--- src/hdl/pmpt_pkg.sv ---
package pmpt_pkg;

  localparam int unsigned PosWidth   = 12;
  localparam int unsigned ByteWidth  = 8;
  localparam int unsigned CellXWidth = 9;
  localparam int unsigned CellYWidth = 8;
  localparam int unsigned BtnWidth   = 3;
  localparam int unsigned CfgIdxWidth = 2;

  localparam int unsigned CellWidthShift  = 3;
  localparam int unsigned CellHeightShift = 4;

  localparam logic [PosWidth-1:0] MaxPixelXReset = 12'd639;
  localparam logic [PosWidth-1:0] MaxPixelYReset = 12'd399;

  // Register indexes on the configuration port.
  localparam logic [CfgIdxWidth-1:0] CfgMaxPixelX = 2'd0;
  localparam logic [CfgIdxWidth-1:0] CfgMaxPixelY = 2'd1;

  // Position of the next byte within a packet.
  typedef enum logic [1:0] {
    PHASE_HEADER = 2'd0,
    PHASE_X      = 2'd1,
    PHASE_Y      = 2'd2
  } phase_e;

  typedef logic [PosWidth-1:0] pos_t;

  // Sums are carried two bits wider than a position so that both an
  // underflow below zero and an overflow past 4095 stay visible.
  typedef logic signed [PosWidth+1:0] sum_t;

  function automatic pos_t clamp_pos(sum_t v, pos_t maxv);
    sum_t max_ext;
    pos_t r;
    max_ext = sum_t'({2'b00, maxv});
    if (v < 0) begin
      r = '0;
    end else if (v >= max_ext) begin
      r = maxv;
    end else begin
      r = v[PosWidth-1:0];
    end
    return r;
  endfunction

endpackage

--- src/hdl/ps2_mouse_packet_tracker_unit.sv ---
// Groups received mouse bytes into three-byte packets (header, X movement,
// Y movement) and tracks a clamped pointer position. On the third byte of
// each packet one result is produced with the pixel position, the text cell
// (pixel X over 8, pixel Y over 16) and the three button bits of the header;
// the first two bytes of a packet produce nothing. Bytes are counted in
// threes from reset with no sync check. The block takes one byte per cycle:
// the add and clamp sit between the input handshake and a single result
// register, and a new byte is taken whenever that register is empty or is
// being emptied in the same cycle. A result appears in the cycle after its
// third byte is transferred. Maximum registers may be written at any idle
// time and take effect at the next completed packet.
module ps2_mouse_packet_tracker_unit (
  input  logic                                   clk_i,
  input  logic                                   rst_ni,
  input  logic                                   cfg_valid_i,
  output logic                                   cfg_ready_o,
  input  logic [pmpt_pkg::CfgIdxWidth-1:0]       cfg_index_i,
  input  logic [pmpt_pkg::PosWidth-1:0]          cfg_data_i,
  input  logic                                   in_valid_i,
  output logic                                   in_ready_o,
  input  logic [pmpt_pkg::ByteWidth-1:0]         rx_byte_i,
  output logic                                   out_valid_o,
  input  logic                                   out_ready_i,
  output logic [pmpt_pkg::PosWidth-1:0]          pixel_x_o,
  output logic [pmpt_pkg::PosWidth-1:0]          pixel_y_o,
  output logic [pmpt_pkg::CellXWidth-1:0]        cell_x_o,
  output logic [pmpt_pkg::CellYWidth-1:0]        cell_y_o,
  output logic [pmpt_pkg::BtnWidth-1:0]          button_bits_o
);

  pmpt_pkg::phase_e phase_q, phase_d;
  logic [pmpt_pkg::ByteWidth-1:0] header_q, header_d;
  logic [pmpt_pkg::ByteWidth-1:0] xdelta_q, xdelta_d;
  pmpt_pkg::pos_t pos_x_q, pos_x_d;
  pmpt_pkg::pos_t pos_y_q, pos_y_d;
  pmpt_pkg::pos_t max_x_q, max_x_d;
  pmpt_pkg::pos_t max_y_q, max_y_d;

  logic out_valid_q, out_valid_d;
  pmpt_pkg::pos_t res_x_q, res_x_d;
  pmpt_pkg::pos_t res_y_q, res_y_d;
  logic [pmpt_pkg::BtnWidth-1:0] res_btn_q, res_btn_d;

  logic in_fire;
  logic last_byte;
  pmpt_pkg::sum_t sum_x;
  pmpt_pkg::sum_t sum_y;
  pmpt_pkg::pos_t shift_x;
  pmpt_pkg::pos_t shift_y;

  assign cfg_ready_o = 1'b1;
  assign in_ready_o  = !out_valid_q || out_ready_i;
  assign in_fire     = in_valid_i && in_ready_o;
  // Anything other than the header or X phases completes a packet.
  assign last_byte   = (phase_q != pmpt_pkg::PHASE_HEADER) && (phase_q != pmpt_pkg::PHASE_X);

  assign sum_x = pmpt_pkg::sum_t'({2'b00, pos_x_q})
               + pmpt_pkg::sum_t'($signed(xdelta_q));
  assign sum_y = pmpt_pkg::sum_t'({2'b00, pos_y_q})
               - pmpt_pkg::sum_t'($signed(rx_byte_i));

  always_comb begin
    max_x_d = max_x_q;
    max_y_d = max_y_q;
    if (cfg_valid_i) begin
      case (cfg_index_i)
        pmpt_pkg::CfgMaxPixelX: max_x_d = cfg_data_i;
        pmpt_pkg::CfgMaxPixelY: max_y_d = cfg_data_i;
        default: begin
        end
      endcase
    end
  end

  always_comb begin
    phase_d     = phase_q;
    header_d    = header_q;
    xdelta_d    = xdelta_q;
    pos_x_d     = pos_x_q;
    pos_y_d     = pos_y_q;
    res_x_d     = res_x_q;
    res_y_d     = res_y_q;
    res_btn_d   = res_btn_q;
    out_valid_d = out_valid_q && !out_ready_i;
    if (in_fire) begin
      case (phase_q)
        pmpt_pkg::PHASE_HEADER: begin
          header_d = rx_byte_i;
          phase_d  = pmpt_pkg::PHASE_X;
        end
        pmpt_pkg::PHASE_X: begin
          xdelta_d = rx_byte_i;
          phase_d  = pmpt_pkg::PHASE_Y;
        end
        default: begin
          pos_x_d     = pmpt_pkg::clamp_pos(sum_x, max_x_q);
          pos_y_d     = pmpt_pkg::clamp_pos(sum_y, max_y_q);
          res_x_d     = pos_x_d;
          res_y_d     = pos_y_d;
          res_btn_d   = header_q[pmpt_pkg::BtnWidth-1:0];
          out_valid_d = 1'b1;
          phase_d     = pmpt_pkg::PHASE_HEADER;
        end
      endcase
    end
  end

  always_ff @(posedge clk_i or negedge rst_ni) begin
    if (!rst_ni) begin
      phase_q     <= pmpt_pkg::PHASE_HEADER;
      header_q    <= '0;
      xdelta_q    <= '0;
      pos_x_q     <= '0;
      pos_y_q     <= '0;
      max_x_q     <= pmpt_pkg::MaxPixelXReset;
      max_y_q     <= pmpt_pkg::MaxPixelYReset;
      out_valid_q <= 1'b0;
    end else begin
      phase_q     <= phase_d;
      header_q    <= header_d;
      xdelta_q    <= xdelta_d;
      pos_x_q     <= pos_x_d;
      pos_y_q     <= pos_y_d;
      max_x_q     <= max_x_d;
      max_y_q     <= max_y_d;
      out_valid_q <= out_valid_d;
    end
  end

  always_ff @(posedge clk_i) begin
    res_x_q   <= res_x_d;
    res_y_q   <= res_y_d;
    res_btn_q <= res_btn_d;
  end

  assign shift_x = res_x_q >> pmpt_pkg::CellWidthShift;
  assign shift_y = res_y_q >> pmpt_pkg::CellHeightShift;

  assign out_valid_o   = out_valid_q;
  assign pixel_x_o     = res_x_q;
  assign pixel_y_o     = res_y_q;
  assign cell_x_o      = shift_x[pmpt_pkg::CellXWidth-1:0];
  assign cell_y_o      = shift_y[pmpt_pkg::CellYWidth-1:0];
  assign button_bits_o = res_btn_q;

  // A completed packet always leaves its new position in the result register.
  a_result_after_packet : assert property (@(posedge clk_i) disable iff (!rst_ni)
    (in_fire && last_byte) |=> (out_valid_q && res_x_q == pos_x_q && res_y_q == pos_y_q))
    else $error("result register does not match the tracked position");

  // The first two bytes of a packet never move the pointer.
  a_position_held : assert property (@(posedge clk_i) disable iff (!rst_ni)
    (in_fire && !last_byte) |=> ($stable(pos_x_q) && $stable(pos_y_q)))
    else $error("position changed on a header or X byte");

  // The byte counter advances only on an input transfer.
  a_phase_held : assert property (@(posedge clk_i) disable iff (!rst_ni)
    !in_fire |=> $stable(phase_q))
    else $error("packet phase changed without an input transfer");

endmodule
--- config.mk ---
export PLATFORM = sky130hd
export DESIGN_NAME = ps2_mouse_packet_tracker_unit
export DESIGN_NICKNAME = d
export VERILOG_FILES = /design/src/hdl/pmpt_pkg.sv /design/src/hdl/ps2_mouse_packet_tracker_unit.sv
export SDC_FILE = /design/constraint.sdc
export NUM_CORES = 1
export LEC_CHECK = 0
export ABC_CLOCK_PERIOD_IN_PS = 6860
export BUFFER_PORTS_ARGS = -buffer_cell sky130_fd_sc_hd__buf_2
export CAP_MARGIN = 5
export CORE_MARGIN = 3
export CORE_UTILIZATION = 40
export CTS_CLUSTER_DIAMETER = 50
export DETAILED_ROUTE_END_ITERATION = 8
export PLACE_DENSITY = 0.59
export SYNTH_ARGS = -nofsm -noshare
export SYNTH_HDL_FRONTEND = slang
export SYNTH_SLANG_ARGS = --single-unit
--- constraint.sdc ---
create_clock -name clk_i -period 6.86 [get_ports clk_i]
set_input_delay 0.343 -clock clk_i [delete_from_list [all_inputs] [get_ports clk_i]]
set_output_delay 0.343 -clock clk_i [all_outputs]
set_load 0.005 [all_outputs]
### Yosys cells after proc, flatten, opt, wreduce, memory -nomap -nowiden

Cells that the tools add are included.

| word-level totals | value |
|---|---|
| register bits | 89 |
| input bits | 27 |
| output and inout bits | 47 |
| word-level logic and storage cells | 40 |

| cells by class | value |
|---|---|
| add/sub/neg operators | 2 |
| order comparisons | 4 |
| equality and inequality tests | 2 |
| multiplexer cells | 7 |
| bitwise operators | 1 |
| reduce and logical (&&, ||, !) cells | 13 |

Operators by type and width:

| operator | number |
|---|---|
| $mux 12 | 4 |
| $ge 14x13->1 | 2 |
| $lt 14x1->1 const B | 2 |
| $add 13x8->14 | 1 |
| $sub 13x8->14 | 1 |
| $reduce_and 2->1 | 5 |
| $eq 2x1->1 const B | 2 |
| $logic_not 2->1 | 2 |
| $pmux 2 s2 | 1 |
| $logic_and 1x1->1 | 2 |
| $logic_not 1->1 | 2 |
| $mux 1 | 2 |
| $reduce_or 2->1 | 1 |
| $logic_or 1x1->1 | 1 |
| $not 1->1 | 1 |

### Logic depth before layout (Yosys ltp)

Gate-level depths: netlist of the first run.

| depth | value |
|---|---|
| depth in word-level cells | 4 |
| gate-level depth with buffers | 18 |

### Worst setup path after synthesis of the first run

OpenSTA, ideal clock, no wires.

| path | value |
|---|---|
| path type | input -> register |
| start | input port rx_byte_i[7] (netlist name) |
| end | register pos_y_q[5] |
| library setup time | 0.125 ns |
| arrival | 3.973 ns |
| data required time | 6.735 ns |
| path slack | 2.762 ns |
| stages on the path | 17 |
| buffers on the path | 1 |
| cells stage by stage | inv_1 -> ha_1 -> a21o_1 -> or3_1 -> o211a_1 -> o21ai_0 -> nand2b_1 -> xor2_1 -> ha_1 -> o21ai_0 -> a21oi_1 -> a211oi_2 -> or2b_2 -> a22o_1 -> buf_6 -> a22o_1 -> mux2_2 |

| on the way | value |
|---|---|
| word-level cells in the longest chain between the ends | 4 |

Ends and longest elaborated chain:

| item | line | source |
|---|---|---|
| from (decl) | ps2_mouse_packet_tracker_unit.sv:21 | `input logic [pmpt_pkg::ByteWidth-1:0] rx_byte_i,` |
| $sub 13x8->14 * | ps2_mouse_packet_tracker_unit.sv:60 | `- pmpt_pkg::sum_t'($signed(rx_byte_i));` |
| $ge 14x13->1 | pmpt_pkg.sv:39 | `end else if (v >= max_ext) begin` |
| $mux 12 | pmpt_pkg.sv:39 |  |
| $mux 12 * | pmpt_pkg.sv:37 | `if (v < 0) begin` |
| to (signal assigned) | ps2_mouse_packet_tracker_unit.sv:123 | `pos_y_q <= pos_y_d;` |
| to (decl) | ps2_mouse_packet_tracker_unit.sv:35 | `pmpt_pkg::pos_t pos_y_q, pos_y_d;` |

Every way passes the cells marked *; elsewhere a longest branch is shown, timed or not.
A chain may end at the register's enable or synchronous reset.

### Worst setup path in the final report of the first run

| path | value |
|---|---|
| start | register pos_y_q[2] |
| end | register pos_y_q[9] |

| on the way | value |
|---|---|
| word-level cells in the longest chain between the ends | 4 |

Ends and longest elaborated chain:

| item | line |
|---|---|
| $sub 13x8->14 * | ps2_mouse_packet_tracker_unit.sv:60 |
| $ge 14x13->1 | pmpt_pkg.sv:39 |
| $mux 12 | pmpt_pkg.sv:39 |
| $mux 12 * | pmpt_pkg.sv:37 |

Marks and branches as above.

==> reports/results.txt, run 1 <==
Logic pwr share: 0.552
CP max stage cell: a22o_1
Most frequent cells in the layout: buf_2 (72), nand2_1 (51), ha_1 (50)
Hold Slack: 0.170 ns
CP cell instances: ha_1 -> o21ai_0 -> a21oi_1 -> o21ai_0 -> a21oi_1 -> xor2_1 -> ha_1 -> a211o_1 -> o211ai_1 -> a21oi_1 -> a211oi_2 -> or2b_2 -> a22o_1 -> a22o_1 -> mux2_2
Placed insts: 743
Vias post-DR: 3985
Clock tree buffer depth: 2
Routed length per placed instance: 16.4 um
PwrDens: 512 mW/mm^2
Vias in the first global route: 3800
Setup TNS: 0 ns
Period utilisation layout: 0.658
Drt first-iter violations: 233
Setup WS pre-CTS: 2.15 ns
Area delta synth->final: 13.5%
TritonRoute pass-1 iters: 5
Final core occ: 0.477
Worst-Margin Slew: 0.847 ns
Sequential fraction of the synthesis area: 0.438
Initial Util: 0.421
Clock slew at reported path FFs: 0.07 ns
Drt drc: 0
CTS root buffer: clkbuf_16
Reg power frac: 0.284
Final instance count without filler cells: 759
Critical Path AT: 4.75 ns
Clock power frac: 0.164
Startpoint Class: flip-flop
Postcts setup bufs: 0
Gr usage total: 0.176
DIE WIDTH: 123 um
Via-to-Cell Ratio: 5.25
PnR worst setup slack: 2.35 ns
CTS Buf Count: 9
Initial antenna violation count: 0
DP Area: 0.00586 sq mm
Fmax: 0.221 GHz
Max-cap violations: 0
Setup-failing EPs final: 0
Worst setup EP type: flip-flop
Later-pin clock latency in the skew report: 0.35 ns
Syn nets: 604
Peak VDD IR: 0.000207 V
Total power: 3.16 mW
Post-synth EDFFs: 27
Post-Synthesis Cells: 525
Clk_skew: 0.00470 ns
Yosys warns: 0
Total grt overflow: 0
Post-DP HPWL: 9.44 mm
Number of distinct library cells after synthesis: 57
Largest net degree at the start of global routing: 63
Cell Rows: 41
Syn avg cell area: 10.4 sq um
Critical path class: reg2reg
Post-route cell area: 0.00617 sq mm
Delay-heaviest family, CP: compound AO/OA/AOI/OAI gates
Status: finished, final reports clean
Critical Path Max Stage Delay: 0.46 ns
Synth async-reset ratio: 0.697
CTS Sinks: 89
Leakage: 2.95 nW
Commonest non-fill, non-tap cell in the layout: buf_2
Hold_buf cts: 0
Diode count: 0
FF+latch count, synth: 89
Dominant register cell in the synthesized netlist: dfrtp_1
Critical path required time: 7.10 ns
Core outline area: 0.0129 sq mm
Crit path max fanout: 12
# resized after CTS: 0
RD Place Congestion: 0.904
Switch share: 0.421
Die Y: 123 um
Final Max Tran Viols: 0
Fin. Hold Viols: 0
Routed WL: 12.5 mm
CTS HTree Levels: 3
IO Count: 74
CTS tree: built
First-pass GRT wire length: 20.2 mm
Hold/Removal Path Class: in2async
Share of post-route cells with drive strength above 1: 0.232
Die area: 0.0150 sq mm
Synthesized area: 0.00544 sq mm
Int Power: 1.83 mW
Buffers on Ports: 72
Antenna-violating nets left: 0
Layout fillers: 1223
Worst path most repeated cell: a21oi_1
Psw: 1.33 mW
Final nets: 661
Crit path buf inv count: 0
Unrepaired setup endpoints after global routing: no
Fin crit period: 4.51 ns
Worst relative slew slack: 0.435
[sequential cells by signal, summed over array words and instances, names as in the netlist]
signal         count
pos_y_q           12
header_q           3
pos_x_q           12
button_bits_o      3
out_valid_o        1
pixel_y_o         12
xdelta_q           8
max_x_q           12
pixel_x_o         12
phase_q            2
max_y_q           12
[cell families after synthesis]
family	Yosys count	share of synthesized area
AOI/OAI and AO/OA	130	0.160
and+or+nand+nor	123	0.105
DFF	89	0.438
buffers and inverters	69	0.0617
adders and majority gates	52	0.122
muxes	42	0.0821
xor gates and xnor gates	19	0.0306
other	1	0.000690
[worst reg2reg max path, cell delays in order (launching register included)]
cell and delay, ns:
dfrtp_1 0.40, ha_1 0.33, o21ai_0 0.33, a21oi_1 0.10, o21ai_0 0.24, a21oi_1 0.13
xor2_1 0.31, ha_1 0.31, a211o_1 0.30, o211ai_1 0.08, a21oi_1 0.10, a211oi_2 0.33
or2b_2 0.39, a22o_1 0.46, a22o_1 0.33, mux2_2 0.26
[cell usage after synthesis, drive strengths merged, types with 3 or more instances]
cell type,instances,share of area
nor2,30,0.021
a211oi,7,0.011
mux2,21,0.043
edfxtp,27,0.15
o32ai,3,0.0048
xor2,8,0.013
nand2,52,0.037
ha,50,0.12
xnor2,11,0.018
o21ai,48,0.044
o21a,5,0.0069
a21oi,20,0.018
nor2b,7,0.0081
a21o,13,0.018
mux2i,21,0.039
dfrtp,48,0.22
clkbuf,9,0.0062
o41ai,3,0.0062
dfstp,14,0.068
nor3,3,0.0028
or3,6,0.0069
a22o,10,0.016
nand2b,8,0.0092
o31ai,3,0.0041
a311oi,3,0.0081
buf,21,0.029
inv,39,0.027
nand3,6,0.0055
[path summary, 6_finish.rpt]
path | end | start | slack [ns] | cells past startpoint
min in group clk_i | max_x_q[5] | cfg_data_i[5] | 0.22 | 3
hold reg to reg | button_bits_o[0] | header_q[0] | 0.45 | 0
hold / removal | max_y_q[9] | rst_ni | 0.17 | 2
setup reg to reg | pos_y_q[9] | pos_y_q[2] | 2.35 | 15
max in group asynchronous | pos_x_q[0] | rst_ni | 6.14 | 2
setup / recovery | pos_y_q[9] | pos_y_q[2] | 2.35 | 15
[power by group through the flow]
| stage | Sequential [mW] | Combinational, mW | Clock (mW) |
|---|---|---|---|
| 2_1_floorplan | 0.873 | 1.36 | 0 |
| 3_3_place_gp | 0.903 | 1.71 | 0 |
| 3_5_place_dp | 0.907 | 1.74 | 0 |
| 4_1_cts | 0.898 | 1.75 | 0.528 |
| 5_1_grt | 0.916 | 1.99 | 0.555 |
| 6_report | 0.896 | 1.74 | 0.519 |
[layer usage]
| metal | global-route usage | share of wire | up-vias |
|---|---|---|---|
| li1 | - | - | 1974 |
| met5 | 0 | 0 | - |
| met3 | 0.0240 | 0.042 | 17 |
| met2 | 0.281 | 0.46 | 103 |
| met1 | 0.242 | 0.47 | 1891 |
| met4 | 0.0714 | 0.020 | 0 |
[final cells by class]
class,instances,area [sq um],share of cell area
multi-input cells,367,2730,0.442
flip-flops and latches,89,2380,0.386
repair buffers,76,390,0.0633
clock buffers,10,239,0.0387
well taps,172,215,0.0349
inverters,39,146,0.0237
clock inverters,6,72.6,0.0118
Power figures use the tool's default switching activity.
==> run 2, diff against run 1 <==
--- a/config.mk
+++ b/config.mk
@@ -5,14 +5,14 @@
 export SDC_FILE = /design/constraint.sdc
 export NUM_CORES = 1
 export LEC_CHECK = 0
-export ABC_CLOCK_PERIOD_IN_PS = 6860
+export ABC_CLOCK_PERIOD_IN_PS = 3900
 export BUFFER_PORTS_ARGS = -buffer_cell sky130_fd_sc_hd__buf_2
 export CAP_MARGIN = 5
 export CORE_MARGIN = 3
 export CORE_UTILIZATION = 40
 export CTS_CLUSTER_DIAMETER = 50
 export DETAILED_ROUTE_END_ITERATION = 8
-export PLACE_DENSITY = 0.59
+export PLACE_DENSITY = 0.61
 export SYNTH_ARGS = -nofsm -noshare
 export SYNTH_HDL_FRONTEND = slang
 export SYNTH_SLANG_ARGS = --single-unit
==> constraint.sdc (replaced) <==
create_clock -name clk_i -period 3.9 [get_ports clk_i]
set_input_delay 0.195 -clock clk_i [delete_from_list [all_inputs] [get_ports clk_i]]
set_output_delay 0.195 -clock clk_i [all_outputs]
set_load 0.005 [all_outputs]
==> run 2 against run 1 <==
Combinational power grew 120%. First-iteration DRC count grew 10%. Total power grew 97%.
==> reports/results.txt, run 2 (synthesis gave the netlist of run 1 again) <==
Reg2reg path depth: 16
R2R Path Start: pos_y_q[6]
Worst setup EP type: flip-flop
Worst-Margin Slew: 0.713 ns
Psw: 2.54 mW
Diode count: 0
Startpoint Class: flip-flop
Critical Path AT: 4.07 ns
Initial Util: 0.421
Fmax: 0.260 GHz
Routed WL: 13.1 mm
Worst reg2reg path endpoint: pos_y_q[2]
Die Y: 123 um
Setup WS pre-CTS: -0.0729 ns
Area delta synth->final: 22.3%
Hold/Removal Path Class: in2reg
Routed length per placed instance: 16.4 um
Final nets: 698
CTS tree: built
DIE WIDTH: 123 um
Buffers on Ports: 72
Share of post-route cells with drive strength above 1: 0.316
Vias in the first global route: 4082
Later-pin clock latency in the skew report: 0.34 ns
Gr usage total: 0.179
CTS HTree Levels: 3
Peak VDD IR: 0.000447 V
Fin crit period: 3.85 ns
Max-cap violations: 0
PwrDens: 933 mW/mm^2
Switch share: 0.409
Unrepaired setup endpoints after global routing: yes
Layout fillers: 1178
Hold path startpoint: cfg_data_i[9]
Vias post-DR: 4143
Int Power: 3.66 mW
Clock power frac: 0.135
RD Place Congestion: 0.926
TritonRoute pass-1 iters: 5
PnR worst setup slack: 0.0529 ns
Total grt overflow: 0
Core outline area: 0.0129 sq mm
Reg power frac: 0.254
Final Max Tran Viols: 0
Worst relative slew slack: 0.525
Worst R2R Setup Slack: 0.05 ns
Die area: 0.0150 sq mm
Drt first-iter violations: 257
Clk_skew: 0.00685 ns
CTS root buffer: clkbuf_16
Cell Rows: 41
Critical path class: reg2reg
Post-DP HPWL: 9.87 mm
Min-Delay Endpoint: max_x_q[9]
Clock slew at reported path FFs: 0.07 ns
Leakage: 3.15 nW
Largest net degree at the start of global routing: 34
Fin. Hold Viols: 0
Most frequent cells in the layout: buf_2 (72), nand2_1 (51), dfrtp_1 (48)
Critical path required time: 4.12 ns
Status: finished, final reports clean
Clock tree buffer depth: 2
CTS Sinks: 89
Initial antenna violation count: 0
Via-to-Cell Ratio: 5.20
Final instance count without filler cells: 796
CTS Buf Count: 9
Crit path max fanout: 5
IO Count: 74
Drt drc: 0
Placed insts: 766
Logic pwr share: 0.611
Period utilisation layout: 0.986
Commonest non-fill, non-tap cell in the layout: buf_2
Hold Path Depth: 3
Setup-failing EPs final: 0
Final core occ: 0.514
First-pass GRT wire length: 21.0 mm
Antenna-violating nets left: 0
[run 2: cell count changes in the layout (fill, tap and decap cells not counted), sizes merged]
| cell | change |
|---|---|
| buf | +36 |
| clkinv | +3 |
| inv | -2 |
| bufinv | -1 |
| clkbuf | +1 |
| clkinvlp | -1 |
| dlygate4sd3 | +1 |
[run 2: worst max-delay path, stage by stage (launching register included)]
cell and delay, ns:
dfrtp_1 0.41, ha_4 0.24, a21o_1 0.20, a21oi_2 0.21, a31oi_4 0.14, o41ai_2 0.36, xor2_1 0.27, ha_1 0.29
buf_4 0.13, o21ai_1 0.06, a21oi_1 0.06, a211oi_2 0.17, or2b_4 0.30, a22o_4 0.26, buf_6 0.14, a22o_1 0.22
mux2_2 0.27
[run 2: stage by stage]
stage	total power [mW]	hold slack, ns	cell area (sq um)	setup TNS (ns)
2_1_floorplan	3.93	-0.101	5440	0
3_3_place_gp	4.91	0.285	6050	0
3_5_place_dp	4.95	0.292	6050	-0.527
4_1_cts	5.87	0.0774	6410	0
5_1_grt	6.72	0.0998	6650	-0.818
6_report	6.20	0.0816	6650	0
[run 2: routing by layer]
layer / up-vias / part of all wire / GRT usage
li1: 2040 / - / -
met1: 1988 / 0.47 / 0.253
met2: 94 / 0.46 / 0.281
met3: 21 / 0.044 / 0.0240
met4: 0 / 0.021 / 0.0693
met5: - / 0 / 0
[run 2: power groups by stage]
stage | Clock [mW] | Combinational [mW] | Sequential [mW]
after floorplan | 0 | 2.39 | 1.54
after global placement | 0 | 3.33 | 1.58
after detailed placement | 0 | 3.36 | 1.59
after CTS | 0.857 | 3.44 | 1.58
after global routing | 0.902 | 4.20 | 1.62
final | 0.838 | 3.79 | 1.58
[run 2: layout make-up]
| type | count | area, sq um | area share |
|---|---|---|---|
| Clock buffer | 11 | 254 | 0.0382 |
| Multi-Input combinational cell | 367 | 2920 | 0.439 |
| Tap cell | 172 | 215 | 0.0324 |
| Sequential cell | 89 | 2380 | 0.358 |
| Clock inverter | 5 | 37.5 | 0.00565 |
| Timing Repair Buffer | 113 | 698 | 0.105 |
| Inverter | 39 | 146 | 0.0220 |
[run 2: repair_timing]
| item | in CTS | in global routing |
|---|---|---|
| hold endpoints to repair | 27 | 0 |
| setup buffers | 4 | 8 |
| pin swaps | 5 | 26 |
| cloned | 0 | 0 |
| setup endpoints to repair | 10 | 45 |
| gates resized for setup | 5 | 35 |
| hold buffers | 1 | 0 |
[run 2: worst max-delay path by stage]
stage                      startpoint             to  slack, ns  depth (start not counted)
final                      pos_y_q[6]     pos_y_q[2]       0.05                         16
after floorplan            pos_y_q[7]     pos_y_q[5]      0.002                         16
after detailed placement   pos_y_q[0]     pos_y_q[9]      -0.07                         18
after global placement    xdelta_q[0]  pixel_x_o[10]       0.05                         14
after global routing       pos_y_q[6]     pos_y_q[2]      -0.11                         15
after CTS                  pos_y_q[0]     pos_y_q[8]       0.03                         19
